### src/rtl/rieu_pkg.sv
`timescale 1ns / 1ps
package rieu_pkg;

    localparam int MemWords = 4096;
    localparam int MemAw    = $clog2(MemWords);

    typedef enum logic [5:0] {
        OP_ADD = 6'd0, OP_SUB = 6'd1, OP_SLT = 6'd2, OP_SLTU = 6'd3, OP_NOR = 6'd4,
        OP_AND = 6'd5, OP_OR = 6'd6, OP_XOR = 6'd7, OP_SLL = 6'd8, OP_SRL = 6'd9,
        OP_SRA = 6'd10, OP_MUL = 6'd11, OP_MULH = 6'd12, OP_MULHU = 6'd13,
        OP_DIV = 6'd14, OP_MOD = 6'd15, OP_DIVU = 6'd16, OP_MODU = 6'd17,
        OP_BREAK = 6'd18, OP_SYSCALL = 6'd19, OP_SLLI = 6'd20, OP_SRLI = 6'd21,
        OP_SRAI = 6'd22, OP_SLTI = 6'd23, OP_SLTUI = 6'd24, OP_ADDI = 6'd25,
        OP_ANDI = 6'd26, OP_NOP = 6'd27, OP_ORI = 6'd28, OP_XORI = 6'd29,
        OP_LDB = 6'd30, OP_LDH = 6'd31, OP_LDW = 6'd32, OP_STB = 6'd33,
        OP_STH = 6'd34, OP_STW = 6'd35, OP_LDBU = 6'd36, OP_LDHU = 6'd37,
        OP_PRELD = 6'd38, OP_LL = 6'd39, OP_SC = 6'd40, OP_JIRL = 6'd41,
        OP_B = 6'd42, OP_BL = 6'd43, OP_BEQ = 6'd44, OP_BNE = 6'd45,
        OP_BLT = 6'd46, OP_BGE = 6'd47, OP_BLTU = 6'd48, OP_BGEU = 6'd49,
        OP_LU12I = 6'd50, OP_PCADDU12I = 6'd51
    } t_op;

    localparam logic [1:0] TrapNone    = 2'd0;
    localparam logic [1:0] TrapBreak   = 2'd1;
    localparam logic [1:0] TrapSyscall = 2'd2;

    localparam logic CfgStart = 1'b0;

    typedef struct packed {
        logic [5:0]  command;
        logic [4:0]  dest_reg;
        logic [4:0]  src_reg_a;
        logic [4:0]  src_reg_b;
        logic [25:0] immediate;
    } t_in_item;

    typedef struct packed {
        logic [31:0] next_pc;
        logic        redirect;
        logic        reg_write;
        logic [4:0]  reg_index;
        logic [31:0] reg_value;
        logic        mem_write;
        logic [31:0] mem_address;
        logic [31:0] mem_data;
        logic [1:0]  trap;
        logic        at_breakpoint;
    } t_out_item;

    typedef struct packed {
        logic [31:0] index;
        logic [31:0] data;
    } t_cfg_item;

    typedef struct packed {
        logic        start;
        logic        is_div;
        logic        is_signed;
        logic [31:0] op_a;
        logic [31:0] op_b;
    } t_mdu_req;

    typedef struct packed {
        logic        done;
        logic [63:0] result;
    } t_mdu_rsp;

endpackage

### src/rtl/rieu_mdu.sv
`timescale 1ns / 1ps
module rieu_mdu (
    input  logic              i_clk,
    input  logic              i_rst_n,
    input  rieu_pkg::t_mdu_req i_req,
    output rieu_pkg::t_mdu_rsp o_rsp
);

    // Shift-and-add multiply on the raw operands, restoring divide on magnitudes when signed.
    logic [31:0] r_b, r_q;
    logic [32:0] r_acc;
    logic [5:0]  r_cnt;
    logic        r_busy, r_div, r_neg_q, r_neg_r, r_done;
    logic [32:0] w_sum, w_trial;
    logic [31:0] w_abs_a, w_abs_b, w_rem;
    logic [63:0] w_prod;

    assign w_abs_a = (i_req.is_signed && i_req.op_a[31]) ? 32'd0 - i_req.op_a : i_req.op_a;
    assign w_abs_b = (i_req.is_signed && i_req.op_b[31]) ? 32'd0 - i_req.op_b : i_req.op_b;
    assign w_sum   = r_acc + (r_q[0] ? {1'b0, r_b} : 33'd0);
    assign w_trial = {r_acc[31:0], r_q[31]} - {1'b0, r_b};
    assign w_prod  = {r_acc[31:0], r_q};
    assign w_rem   = r_acc[31:0];

    always_ff @(posedge i_clk) begin
        if (!i_rst_n) begin
            r_busy <= 1'b0;
            r_done <= 1'b0;
            r_cnt  <= 6'd0;
        end else begin
            r_done <= 1'b0;
            if (i_req.start) begin
                r_busy  <= 1'b1;
                r_cnt   <= 6'd0;
                r_div   <= i_req.is_div;
                r_b     <= i_req.is_div ? w_abs_b : i_req.op_b;
                r_q     <= i_req.is_div ? w_abs_a : i_req.op_a;
                r_acc   <= 33'd0;
                r_neg_q <= i_req.is_signed && (i_req.op_a[31] ^ i_req.op_b[31]);
                r_neg_r <= i_req.is_signed && i_req.op_a[31];
            end else if (r_busy) begin
                if (r_div) begin
                    if (!w_trial[32]) begin
                        r_acc <= {1'b0, w_trial[31:0]};
                        r_q   <= {r_q[30:0], 1'b1};
                    end else begin
                        r_acc <= {r_acc[31:0], r_q[31]};
                        r_q   <= {r_q[30:0], 1'b0};
                    end
                end else begin
                    r_acc <= {1'b0, w_sum[32:1]};
                    r_q   <= {w_sum[0], r_q[31:1]};
                end
                r_cnt <= r_cnt + 6'd1;
                if (r_cnt == 6'd31) begin
                    r_busy <= 1'b0;
                    r_done <= 1'b1;
                end
            end
        end
    end

    always_comb begin
        o_rsp.done = r_done;
        if (r_div) begin
            o_rsp.result = {r_neg_r ? 32'd0 - w_rem : w_rem,
                            r_neg_q ? 32'd0 - r_q : r_q};
        end else begin
            o_rsp.result = w_prod;
        end
    end

endmodule

### config.mk
export PLATFORM = sky130hd
export DESIGN_NAME = rieu_mdu
export DESIGN_NICKNAME = d
export VERILOG_FILES = /design/src/rtl/rieu_pkg.sv /design/src/rtl/rieu_mdu.sv
export SDC_FILE = /design/constraint.sdc
export NUM_CORES = 1
export LEC_CHECK = 0
export BUFFER_PORTS_ARGS = -buffer_cell sky130_fd_sc_hd__buf_2
export CORE_UTILIZATION = 45
export DETAILED_ROUTE_END_ITERATION = 16
export HOLD_SLACK_MARGIN = 0.1
export SLEW_MARGIN = 20
export SYNTH_ARGS = -nofsm -noshare
export SYNTH_HDL_FRONTEND = slang
export SYNTH_SLANG_ARGS = --single-unit
### constraint.sdc
create_clock -name i_clk -period 6.85 [get_ports i_clk]
set_input_delay 1.37 -clock i_clk [delete_from_list [all_inputs] [get_ports i_clk]]
set_output_delay 1.37 -clock i_clk [all_outputs]
set_load 0.03 [all_outputs]
==> summary.md, run 1 <==
| Metric | Value |
|---|---|
| Hold_buf cts | `0` |
| Starting DRT DRC Count | `643` |
| Syn Nets | `around 1,500` |
| Ys async rst share | `0%` |
| Vias per std cell | `approximately 5.7` |
| Worst EP required | `~5500 ps` |
| # DRC | `0` |
| Fmax | `just over 200 MHz` |
| Total of warnings raised by yosys | `0` |
| GRT Util Overall | `~25%` |
| Tightest Pin Transition | `~1100 ps` |
| Setup Skew | `a little over 10 ps` |
| Post-DRT Antenna Nets | `0` |
| WL final | `between 30,000 and 40,000 um` |
| Mapped Area | `roughly 0.011 mm2` |
| Setup violators final | `0` |
| Worst Path Arrival | `around 3600 ps` |
| Routed via count | `approximately 10,000` |
| CORE AREA | `0.0242 mm2` |
| Vias in the first global route | `~9,400` |
| TritonCTS buffer count | `9` |
| Status | `finished, final reports clean` |
| Crit. End Element | `output pin` |
| CTS Sinks | `108` |
| # rows | `57` |
| Hold Crit Class | `reg2reg` |
| Cell area power density | `~210 mW/mm2` |
| # fillers | `~2,400` |
| Final Hold Slack | `467 ps` |
| Global-route wire length before repair | `~50,000 um` |
| FF+latch area | `roughly 0.0032 mm2` |
| CTS tree | `done` |
| Area delta synth->final | `10.9%` |
| Number of max-slew violations in the final report | `0` |
| Largest net degree at the start of global routing | `60` |
| Setup TNS | `0 ps` |
| Horiz. Die Dim | `about 160 um` |
| RSZ-0062 raised after global routing | `no` |
| Yosys reg bits | `108` |
| Avg Cell Area, Syn | `8.22 um2` |
| Top Ports | `134` |
| Worst Path Max Fanout | `5` |
| Slew margin rel. | `between 20 and 30%` |
| Final hold violations | `0` |
| Clock root buffer | `clkbuf_16` |
| Skew-Pair Late Insertion Delay | `~370 ps` |
| Post-synthesis sequential area ratio | `roughly 29%` |
| Die area | `between 0.02 and 0.03 mm2` |
| # Max-Cap Violations | `0` |
| Nets | `approximately 1,600` |
| Synth unique cells | `68` |
| CTS max path bufs | `2` |
| Routed length per instance | `17.9 um` |
| CP Launch Type | `register` |
| Initial antenna violation count | `5` |
| Cells after Synth | `between 1,000 and 1,500` |
| Post-cts resize count | `0` |
| Initial Util | `45.7%` |
| Leak Pwr | `~5.2 nW` |
| Share of cells above drive strength 1 | `between 10 and 15%` |
| PortBufs | `about 130` |
| Top FF cell, synth | `edfxtp_1` |
| Final RePlAce weighted congestion | `between 0.9 and 1` |
| Post-synth EDFFs | `100` |
| Peak supply drop | `between 0.1 and 0.15 mV` |
| H-tree Lvls | `3` |
| Post-CTS Setup Bufs | `0` |
| Die height | `between 150 and 200 um` |
| 1st-pass router iterations | `5` |
| Clock-pin transition on the worst setup and hold timing paths | `approximately 80 ps` |
| Multi-input gate area | `around 0.0075 mm2` |
| Total power | `roughly 2.6 mW` |
| Fin crit share | `between 70% and 80%` |
| HPWL Detailed | `between 20,000 and 25,000 um` |
| Final Critical Period | `about 5000 ps` |
| Overflow after GRT | `0` |
| Setup Crit Path Kind | `reg2out` |
-- routing by layer --
metal  routed length [um]  vias to the layer above  share of wire (%)  GRT usage (%)
met4                  683                        4                2.2           8.09
li1                     -                     5084                  -              -
met5                   30                        -              0.094              0
met1                15000                     4725                 47           34.3
met2                14500                      281                 46           40.4
met3                 1600                       40                5.0           3.10
-- area by class of cell --
cell class,count,share of cell area (%)
Multi-Input combinational cell,1121,60.6
Sequential cell,108,25.7
Timing Repair Buffer,140,5.84
Tap cell,324,3.30
Clock buffer,12,2.35
Inverter,61,1.86
Clock inverter,4,0.285
Antenna cell,2,0.0407
-- cell usage after synthesis (9+ instances only) --
library cell	number	share of area (%)
nor2_1	148	5.0
nand2b_1	14	0.79
ha_1	69	7.8
nand4_1	19	1.1
o211ai_1	9	0.61
nor3_1	37	1.7
a21oi_1	107	4.8
o22ai_1	9	0.51
or3_1	11	0.62
inv_1	61	2.1
nand3_1	18	0.81
o21ai_0	94	4.2
edfxtp_1	100	27
and3_1	16	0.90
a31oi_1	12	0.68
o21a_1	9	0.61
nor2b_1	16	0.90
a211oi_1	35	2.4
and2_1	11	0.62
nor4_1	16	0.90
nand2_1	114	3.9
o31ai_1	12	0.81
xnor2_1	87	6.9
mux2i_1	54	4.9
clkbuf_1	43	1.5
xor2_1	88	7.0
a21o_1	34	2.3
-- kinds of logic (layout without fill, tap and decap cells) --
| logic type | after synthesis | in the layout | share of synthesized area, % |
|---|---|---|---|
| xor gates and xnor gates | 176 | 176 | 14.0 |
| DFF | 108 | 108 | 28.5 |
| adders and majority gates | 71 | 71 | 8.15 |
| AOI/OAI and AO/OA | 373 | 373 | 20.9 |
| buffers and inverters | 120 | 217 | 4.44 |
| muxes | 55 | 55 | 4.98 |
| other | 0 | 2 | 0 |
| and+or+nand+nor | 446 | 446 | 19.0 |
-- path summary, 6_finish.rpt --
| kind | from | endpoint | slack (ps) | cells past startpoint |
|---|---|---|---|---|
| min reg2reg | r_cnt[5] | r_done | 470 | 1 |
| max reg2reg | r_acc[1] | r_acc[12] | 2580 | 11 |
| max | r_acc[0] | o_rsp[62] | 1880 | 9 |
| min | r_cnt[5] | r_done | 470 | 1 |
-- flip-flops by register name, summed over array words and instances, names as in the netlist --
name	cells
r_acc	33
r_b	32
r_q	32
r_cnt	6
r_busy	1
r_div	1
r_done	1
r_neg_q	1
r_neg_r	1
-- through the flow --
stage                     util (%)  std cells  setup slack, ps  cell area (um2)
final                         50.7       1772             1880            12300
after global routing          50.7       1770             1630            12300
after CTS                     50.7       1770             1870            12300
after detailed placement      49.3       1754             2250            12000
after global placement        49.3       1754             2260            12000
after floorplan                  -       1349             2980            11100
-- placed cells by master, fill, tap and decap left out, types with 9 or more instances in the layout --
| cell | instances |
|---|---|
| nor2_1 | 148 |
| buf_2 | 133 |
| nand2_1 | 114 |
| a21oi_1 | 107 |
| edfxtp_1 | 100 |
| o21ai_0 | 94 |
| xor2_1 | 88 |
| xnor2_1 | 87 |
| ha_1 | 69 |
| inv_1 | 61 |
| mux2i_1 | 54 |
| nor3_1 | 37 |
| a211oi_1 | 35 |
| a21o_1 | 34 |
| nand4_1 | 19 |
| nand3_1 | 18 |
| nor4_1 | 16 |
| and3_1 | 16 |
| nor2b_1 | 16 |
| nand2b_1 | 14 |
| o31ai_1 | 12 |
| a31oi_1 | 12 |
| or3_1 | 11 |
| clkbuf_16 | 11 |
| and2_1 | 10 |
| o22ai_1 | 9 |
| o211ai_1 | 9 |
-- where the power goes --
group | internal [mW] | switching [mW] | leakage, nW
Combinational | 0.438 | 0.724 | 4.05
Sequential | 0.795 | 0.0716 | 1.02
Clock | 0.306 | 0.259 | 0.160
-- critical path: stages (launching register included) --
cell and delay [ps]:
edfxtp_1 450, inv_1 150, ha_1 190, nand2_1 80
nor3_1 440, nor4bb_2 910, nand3_1 280, o41ai_1 360
xnor2_1 160, buf_2 210
No activity file was read; power rests on OpenSTA's default activity.
==> run 2, diff against run 1 <==
--- a/config.mk
+++ b/config.mk
@@ -9,6 +9,7 @@
 export CORE_UTILIZATION = 45
 export DETAILED_ROUTE_END_ITERATION = 16
 export HOLD_SLACK_MARGIN = 0.1
+export PLACE_DENSITY = 0.67
 export SLEW_MARGIN = 20
 export SYNTH_ARGS = -nofsm -noshare
 export SYNTH_HDL_FRONTEND = slang
==> constraint.sdc (replaced) <==
create_clock -name i_clk -period 4.1 [get_ports i_clk]
set_input_delay 0.82 -clock i_clk [delete_from_list [all_inputs] [get_ports i_clk]]
set_output_delay 0.82 -clock i_clk [all_outputs]
set_load 0.03 [all_outputs]
==> run 2 against run 1 <==
Net effect:
- sequential power up 65%
- sequential share of layout area decreased by 0.38 points
- critical endpoint is now o_rsp[59]
- clock skew fell by 1.8 ps
- largest power group unchanged
- first-iteration DRC count rose by 17%
- global-route usage up 0.73 points
- combinational power rose by 72%
==> summary.md, run 2 (synthesized netlist as in run 1, its figures left out) <==
| Metric | Value |
|---|---|
| # DRC | `0 (unchanged)` |
| Status | `finished, final reports clean` |
| CP Launch Type | `register` |
| Setup violators final | `0 (unchanged)` |
| Largest registers | `r_acc (33), r_b (32), r_q (32)` |
| Clock-pin transition on the worst setup and hold timing paths | `80 ps (about the same)` |
| Worst Path Arrival | `2960 ps (-640 ps)` |
| Worst Path Max Fanout | `5 (unchanged)` |
| Top Ports | `134 (unchanged)` |
| Final hold violations | `0 (unchanged)` |
| # fillers | `2,385 (-0.83%)` |
| Post-DRT Antenna Nets | `0 (unchanged)` |
| Final core utilization | `51.5% (+0.75 points)` |
| Clock root buffer | `clkbuf_16` |
| Setup Skew | `8.23 ps (-1.83 ps)` |
| Max reg flops | `33 (unchanged)` |
| Nets | `1,602 (+1.3%)` |
| FF+latch area | `0.00316 mm2 (unchanged)` |
| Slew margin rel. | `37.4% (+9.4 points)` |
| HPWL Detailed | `25,200 um (+1.2%)` |
| # Max-Cap Violations | `0 (unchanged)` |
| Area delta synth->final | `12.6%` |
| Starting DRT DRC Count | `753 (+17%)` |
| Reg with most FFs | `r_acc` |
| Final Critical Period | `about 3800 ps` |
| CTS Sinks | `108 (unchanged)` |
| Overflow after GRT | `0 (unchanged)` |
| Fin crit share | `~92%` |
| Peak supply drop | `0.272 mV (+110%)` |
| PortBufs | `133 (unchanged)` |
| Share of cells above drive strength 1 | `13.5% (+1.4 points)` |
| Die height | `159 um (unchanged)` |
| Fmax | `about 260 MHz` |
| Slack of the critical path | `315 ps (-1560 ps)` |
| TritonCTS buffer count | `9 (unchanged)` |
| GRT Util Overall | `25.6% (+0.73 points)` |
| Crit. End Element | `output pin` |
| CTS tree | `done` |
| Cell area power density | `351 mW/mm2 (+66%)` |
| Most common cell after layout, fill and taps aside | `nor2_1` |
| H-tree Lvls | `3 (unchanged)` |
| Largest net degree at the start of global routing | `46 (-23%)` |
| Commonest cells after routing, fill and taps aside | `nor2_1, buf_2, nand2_1, a21oi_1, edfxtp_1` |
| Initial antenna violation count | `4 (-1)` |
| Worst EP required | `3280 ps (-2200 ps)` |
| Skew-Pair Late Insertion Delay | `370 ps (about the same)` |
| Horiz. Die Dim | `159 um (unchanged)` |
| Routed length per instance | `18.0 um (+0.52%)` |
| Setup Crit Path Kind | `reg2out` |
| Initial Util | `45.7% (unchanged)` |
| Die area | `0.0253 mm2 (unchanged)` |
| Multi-input gate area | `0.00746 mm2 (+0.15%)` |
| Hold_buf cts | `0 (unchanged)` |
| Placed Area | `0.0121 mm2 (+1.5%)` |
| Leak Pwr | `5.33 nW (+1.9%)` |
| Final RePlAce weighted congestion | `0.949 (+2.7%)` |
| Post-route cell area | `0.0125 mm2 (+1.5%)` |
| Vias per std cell | `5.80 (+1.5%)` |
| WL final | `32,300 um (+1.7%)` |
| Number of max-slew violations in the final report | `0 (unchanged)` |
| Dpl ws | `364 ps (-1890 ps)` |
| Routed via count | `10,400 (+2.6%)` |
| Hold Crit Class | `reg2reg` |
| # rows | `57 (unchanged)` |
| Vias in the first global route | `9,947 (+5.5%)` |
| RSZ-0062 raised after global routing | `no` |
| 1st-pass router iterations | `6 (+1)` |
| Global-route wire length before repair | `52,200 um (+4.4%)` |
| CTS max path bufs | `2 (unchanged)` |
| Setup TNS | `0 ps (unchanged)` |
| CORE AREA | `0.0242 mm2 (unchanged)` |
| Total power | `4.38 mW (+69%)` |
| Tightest Pin Transition | `937 ps (-134 ps)` |
## run 2: layer usage
metal	share of wire [%]	routed length, um	vias to the layer above	track usage, %
li1	-	-	5133	-
met1	46	14800	4872	34.9
met2	46	14700	341	41.7
met3	6.7	2170	46	4.53
met4	1.8	584	6	7.12
met5	0.11	37	-	0
## run 2: power by group
group | total, mW | switching, mW | internal (mW)
sequential | 1.43 | 0.107 | 1.33
clock | 0.953 | 0.464 | 0.488
combinational | 2.00 | 1.24 | 0.760
total | 4.38 | 1.81 | 2.57
## run 2: layout make-up
type | count | share of cell area [%]
timing repair buffer | 161 | 7.22
inverter | 61 | 1.87
sequential | 108 | 25.3
antenna | 1 | 0.0201
clock inverter | 6 | 0.662
tap | 324 | 3.25
clock buffer | 10 | 1.83
multi-input combinational | 1121 | 59.8
## run 2: final timing paths
path,slack [ps],startpoint,endpoint,cells past startpoint
worst max-delay path,320,r_acc[0],o_rsp[59],10
worst max register to register,460,r_q[0],r_acc[31],13
worst min-delay path,490,r_cnt[5],r_done,1
worst min register to register,490,r_cnt[5],r_done,1
## run 2: through the flow
step | hold WS, ps | cells
after global routing | 497 | 1791
after CTS | 479 | 1791
final | 486 | 1792
after detailed placement | 463 | 1775
after floorplan | 431 | 1349
after global placement | 462 | 1775
## run 2: what timing repair did
action,4_1_cts,5_1_grt
gates cloned,0,0
resized for setup,3,3
setup endpoints to repair,5,9
buffers inserted,0,0
## run 2: worst max-delay path, stage by stage (launching register included)
cell	delay, ps
edfxtp_1	460
or2_2	330
nor4_2	200
nor2b_2	270
nand3b_1	170
nor2_1	270
a21o_1	170
o21ai_1	170
a21oi_1	200
xnor2_1	140
buf_2	220
==> run 3, diff against run 2 <==
--- a/config.mk
+++ b/config.mk
@@ -6,10 +6,12 @@
 export NUM_CORES = 1
 export LEC_CHECK = 0
 export BUFFER_PORTS_ARGS = -buffer_cell sky130_fd_sc_hd__buf_2
-export CORE_UTILIZATION = 45
+export CELL_PAD_IN_SITES_DETAIL_PLACEMENT = 2
+export CELL_PAD_IN_SITES_GLOBAL_PLACEMENT = 2
+export CORE_UTILIZATION = 33
 export DETAILED_ROUTE_END_ITERATION = 16
 export HOLD_SLACK_MARGIN = 0.1
-export PLACE_DENSITY = 0.67
+export PLACE_DENSITY_LB_ADDON = 0.1
 export SLEW_MARGIN = 20
 export SYNTH_ARGS = -nofsm -noshare
 export SYNTH_HDL_FRONTEND = slang
==> run 3 against run 2 <==
Net effect:
- global-route usage down 1.1 points
- die area up 36%
- clock skew up 13 ps
- largest power group unchanged
- critical path depth is the same
- setup slack got worse by 220 ps
- cell area increased by 1.4%
- first-iteration DRC count down 41%
==> summary.md, run 3 (synthesized netlist as in run 1, its figures left out) <==
| Metric | Value |
|---|---|
| Commonest cells after routing, fill and taps aside | `nor2_1, buf_2, nand2_1, a21oi_1, edfxtp_1` |
| Met2 WL post-DR | `19,200 um (+30%)` |
| Final Critical Period | `4000 ps (+215 ps)` |
| Initial antenna violation count | `11 (+7)` |
| CP max stage delay | `510 ps (+50 ps)` |
| GRT Util Overall | `24.5% (-1.1 points)` |
| Worst Path Arrival | `3180 ps (+220 ps)` |
| PortBufs | `133 (unchanged)` |
| Vias in the first global route | `11,200 (+13%)` |
| Post-DRT Antenna Nets | `0 (unchanged)` |
| Critical-path cell list | `or2_2, nor4_2, nor2b_4, nand3b_1, nor2_1, a21o_1, o21ai_1, a21oi_1, xnor2_1, buf_2` |
| Fmax | `250 MHz (-5.4%)` |
| Clock-pin transition on the worst setup and hold timing paths | `80 ps (about the same)` |
| Share of cells above drive strength 1 | `13.6% (+0.087 points)` |
| Setup violators final | `0 (unchanged)` |
| Area delta synth->final | `14.1%` |
| Worst Path Max Fanout | `6 (+1)` |
| Reg with most FFs | `r_acc` |
| Clock root buffer | `clkbuf_16` |
| H-tree Lvls | `3 (unchanged)` |
| Setup Skew | `21.6 ps (+13.4 ps)` |
| Horiz. Die Dim | `185 um (+17%)` |
| Nets | `1,600 (-0.12%)` |
| Met1 wire length | `20,100 um (+36%)` |
| Highest Signal Layer | `met5` |
| Leak Pwr | `5.33 nW (+0.11%)` |
| Fin crit share | `97.6% (+5.2 points)` |
| # fillers | `3,840 (+61%)` |
| Slew margin rel. | `44.2% (+6.8 points)` |
| Post-route cell area | `0.0126 mm2 (+1.4%)` |
| Crit. End Element | `output pin` |
| # rows | `66 (+16%)` |
| Worst EP required | `3280 ps (about the same)` |
| Slowest CP cell | `edfxtp_1` |
| Die area | `0.0343 mm2 (+36%)` |
| Peak supply drop | `0.190 mV (-30%)` |
| Status | `finished, final reports clean` |
| Skew-Pair Late Insertion Delay | `390 ps (+20 ps)` |
| Top Ports | `134 (unchanged)` |
| Global-route wire length before repair | `64,300 um (+23%)` |
| Total power | `4.48 mW (+2.2%)` |
| Overflow after GRT | `0 (unchanged)` |
| Final hold violations | `0 (unchanged)` |
| CTS max path bufs | `2 (unchanged)` |
| Max reg flops | `33 (unchanged)` |
| Setup TNS | `0 ps (unchanged)` |
| Final RePlAce weighted congestion | `0.859 (-9.5%)` |
| Die height | `185 um (+17%)` |
| Setup Crit Path Kind | `reg2out` |
| WL final | `41,400 um (+28%)` |
| HPWL Detailed | `32,900 um (+30%)` |
| Hold Crit Class | `reg2reg` |
| Crit-path leading delay family | `simple AND/OR/NAND/NOR gates` |
| # Max-Cap Violations | `0 (unchanged)` |
| Starting DRT DRC Count | `444 (-41%)` |
| Initial Util | `33.8% (-12 points)` |
| Routed length per instance | `21.6 um (+20%)` |
| Routed via count | `10,600 (+2.3%)` |
| Bufs and invs on worst path | `1 (unchanged)` |
| CORE AREA | `0.0328 mm2 (+35%)` |
| Number of max-slew violations in the final report | `0 (unchanged)` |
| CP Launch Type | `register` |
| Most common cell after layout, fill and taps aside | `nor2_1` |
| CTS tree | `done` |
| Placed Area | `0.0123 mm2 (+0.91%)` |
| 1st-pass router iterations | `5 (-1)` |
| Final Hold Slack | `486 ps (-0.231 ps)` |
| TritonCTS buffer count | `9 (unchanged)` |
| Cell area power density | `354 mW/mm2 (+0.82%)` |
| Tightest Pin Transition | `838 ps (-99.3 ps)` |
| RSZ-0062 raised after global routing | `yes` |
| CTS Sinks | `108 (unchanged)` |
| Routed wl met3 | `1530 um (-29%)` |
| Largest registers | `r_acc (33), r_b (32), r_q (32)` |
| Largest net degree at the start of global routing | `67 (+46%)` |
| # DRC | `0 (unchanged)` |
| Vias per std cell | `5.56 (-4.1%)` |
==> run 3: cell count changes in the layout (fill, tap and decap cells not counted), moves of 2 or more <==
cell,delta
a2111oi_0,-2
a2111oi_1,+2
buf_4,-3
clkinvlp_4,-2
diode_2,+4
==> run 3: through the flow <==
step	setup slack [ps]	utilization, %	cells
after detailed placement	163	37.4	1887
after global routing	-93.6	38.6	1910
after CTS	75.4	38.3	1903
final	99.9	38.6	1912
after floorplan	782	-	1349
after global placement	190	37.4	1887
==> run 3: path summary, 6_finish.rpt <==
| path | start | end | slack, ps | depth (start not counted) |
|---|---|---|---|---|
| worst max-delay path | r_acc[1] | o_rsp[59] | 100 | 10 |
| worst min-delay path | r_cnt[5] | r_done | 490 | 1 |
| worst min register to register | r_cnt[5] | r_done | 490 | 1 |
| worst max register to register | r_q[0] | r_acc[31] | 200 | 13 |
==> run 3: cell type report <==
cell class                      count  area, um2  area share (%)
Multi-Input combinational cell   1121       7490            59.3
Sequential cell                   108       3160            25.0
Timing Repair Buffer              159        898            7.10
Tap cell                          442        553            4.37
Inverter                           61        229            1.81
Clock buffer                        9        225            1.78
Clock inverter                      7       72.6           0.574
Antenna cell                        5       12.5          0.0989
==> run 3: timing repair <==
action / CTS / global route
setup buffers: 0 / 3
hold endpoints to repair: 0 / 0
hold buffers: 0 / 0
setup endpoints to repair: 10 / 12
pin swaps: 0 / 0
resized for setup: 6 / 5
==> run 3: per-layer routing <==
metal	vias to the layer above	track usage [%]
met5	-	0
met1	5295	33.4
li1	5118	-
met4	10	4.66
met3	36	4.17
met2	178	40.5
==> run 3: worst register-to-register path, stage by stage (launching register included) <==
cell and delay, ps:
edfxtp_1 440, buf_4 180, and2_1 140, ha_1 200, fa_1 410, a21o_1 250, nand4_1 150, a21oi_1 140
o21ai_0 500, a31oi_1 250, a211oi_1 500, xnor2_1 180, nor2_1 60, a211oi_1 290
==> run 3: power by group <==
group	internal, mW	total, mW	switching (mW)
Clock	0.432	0.944	0.512
Combinational	0.763	2.08	1.32
Sequential	1.33	1.45	0.122
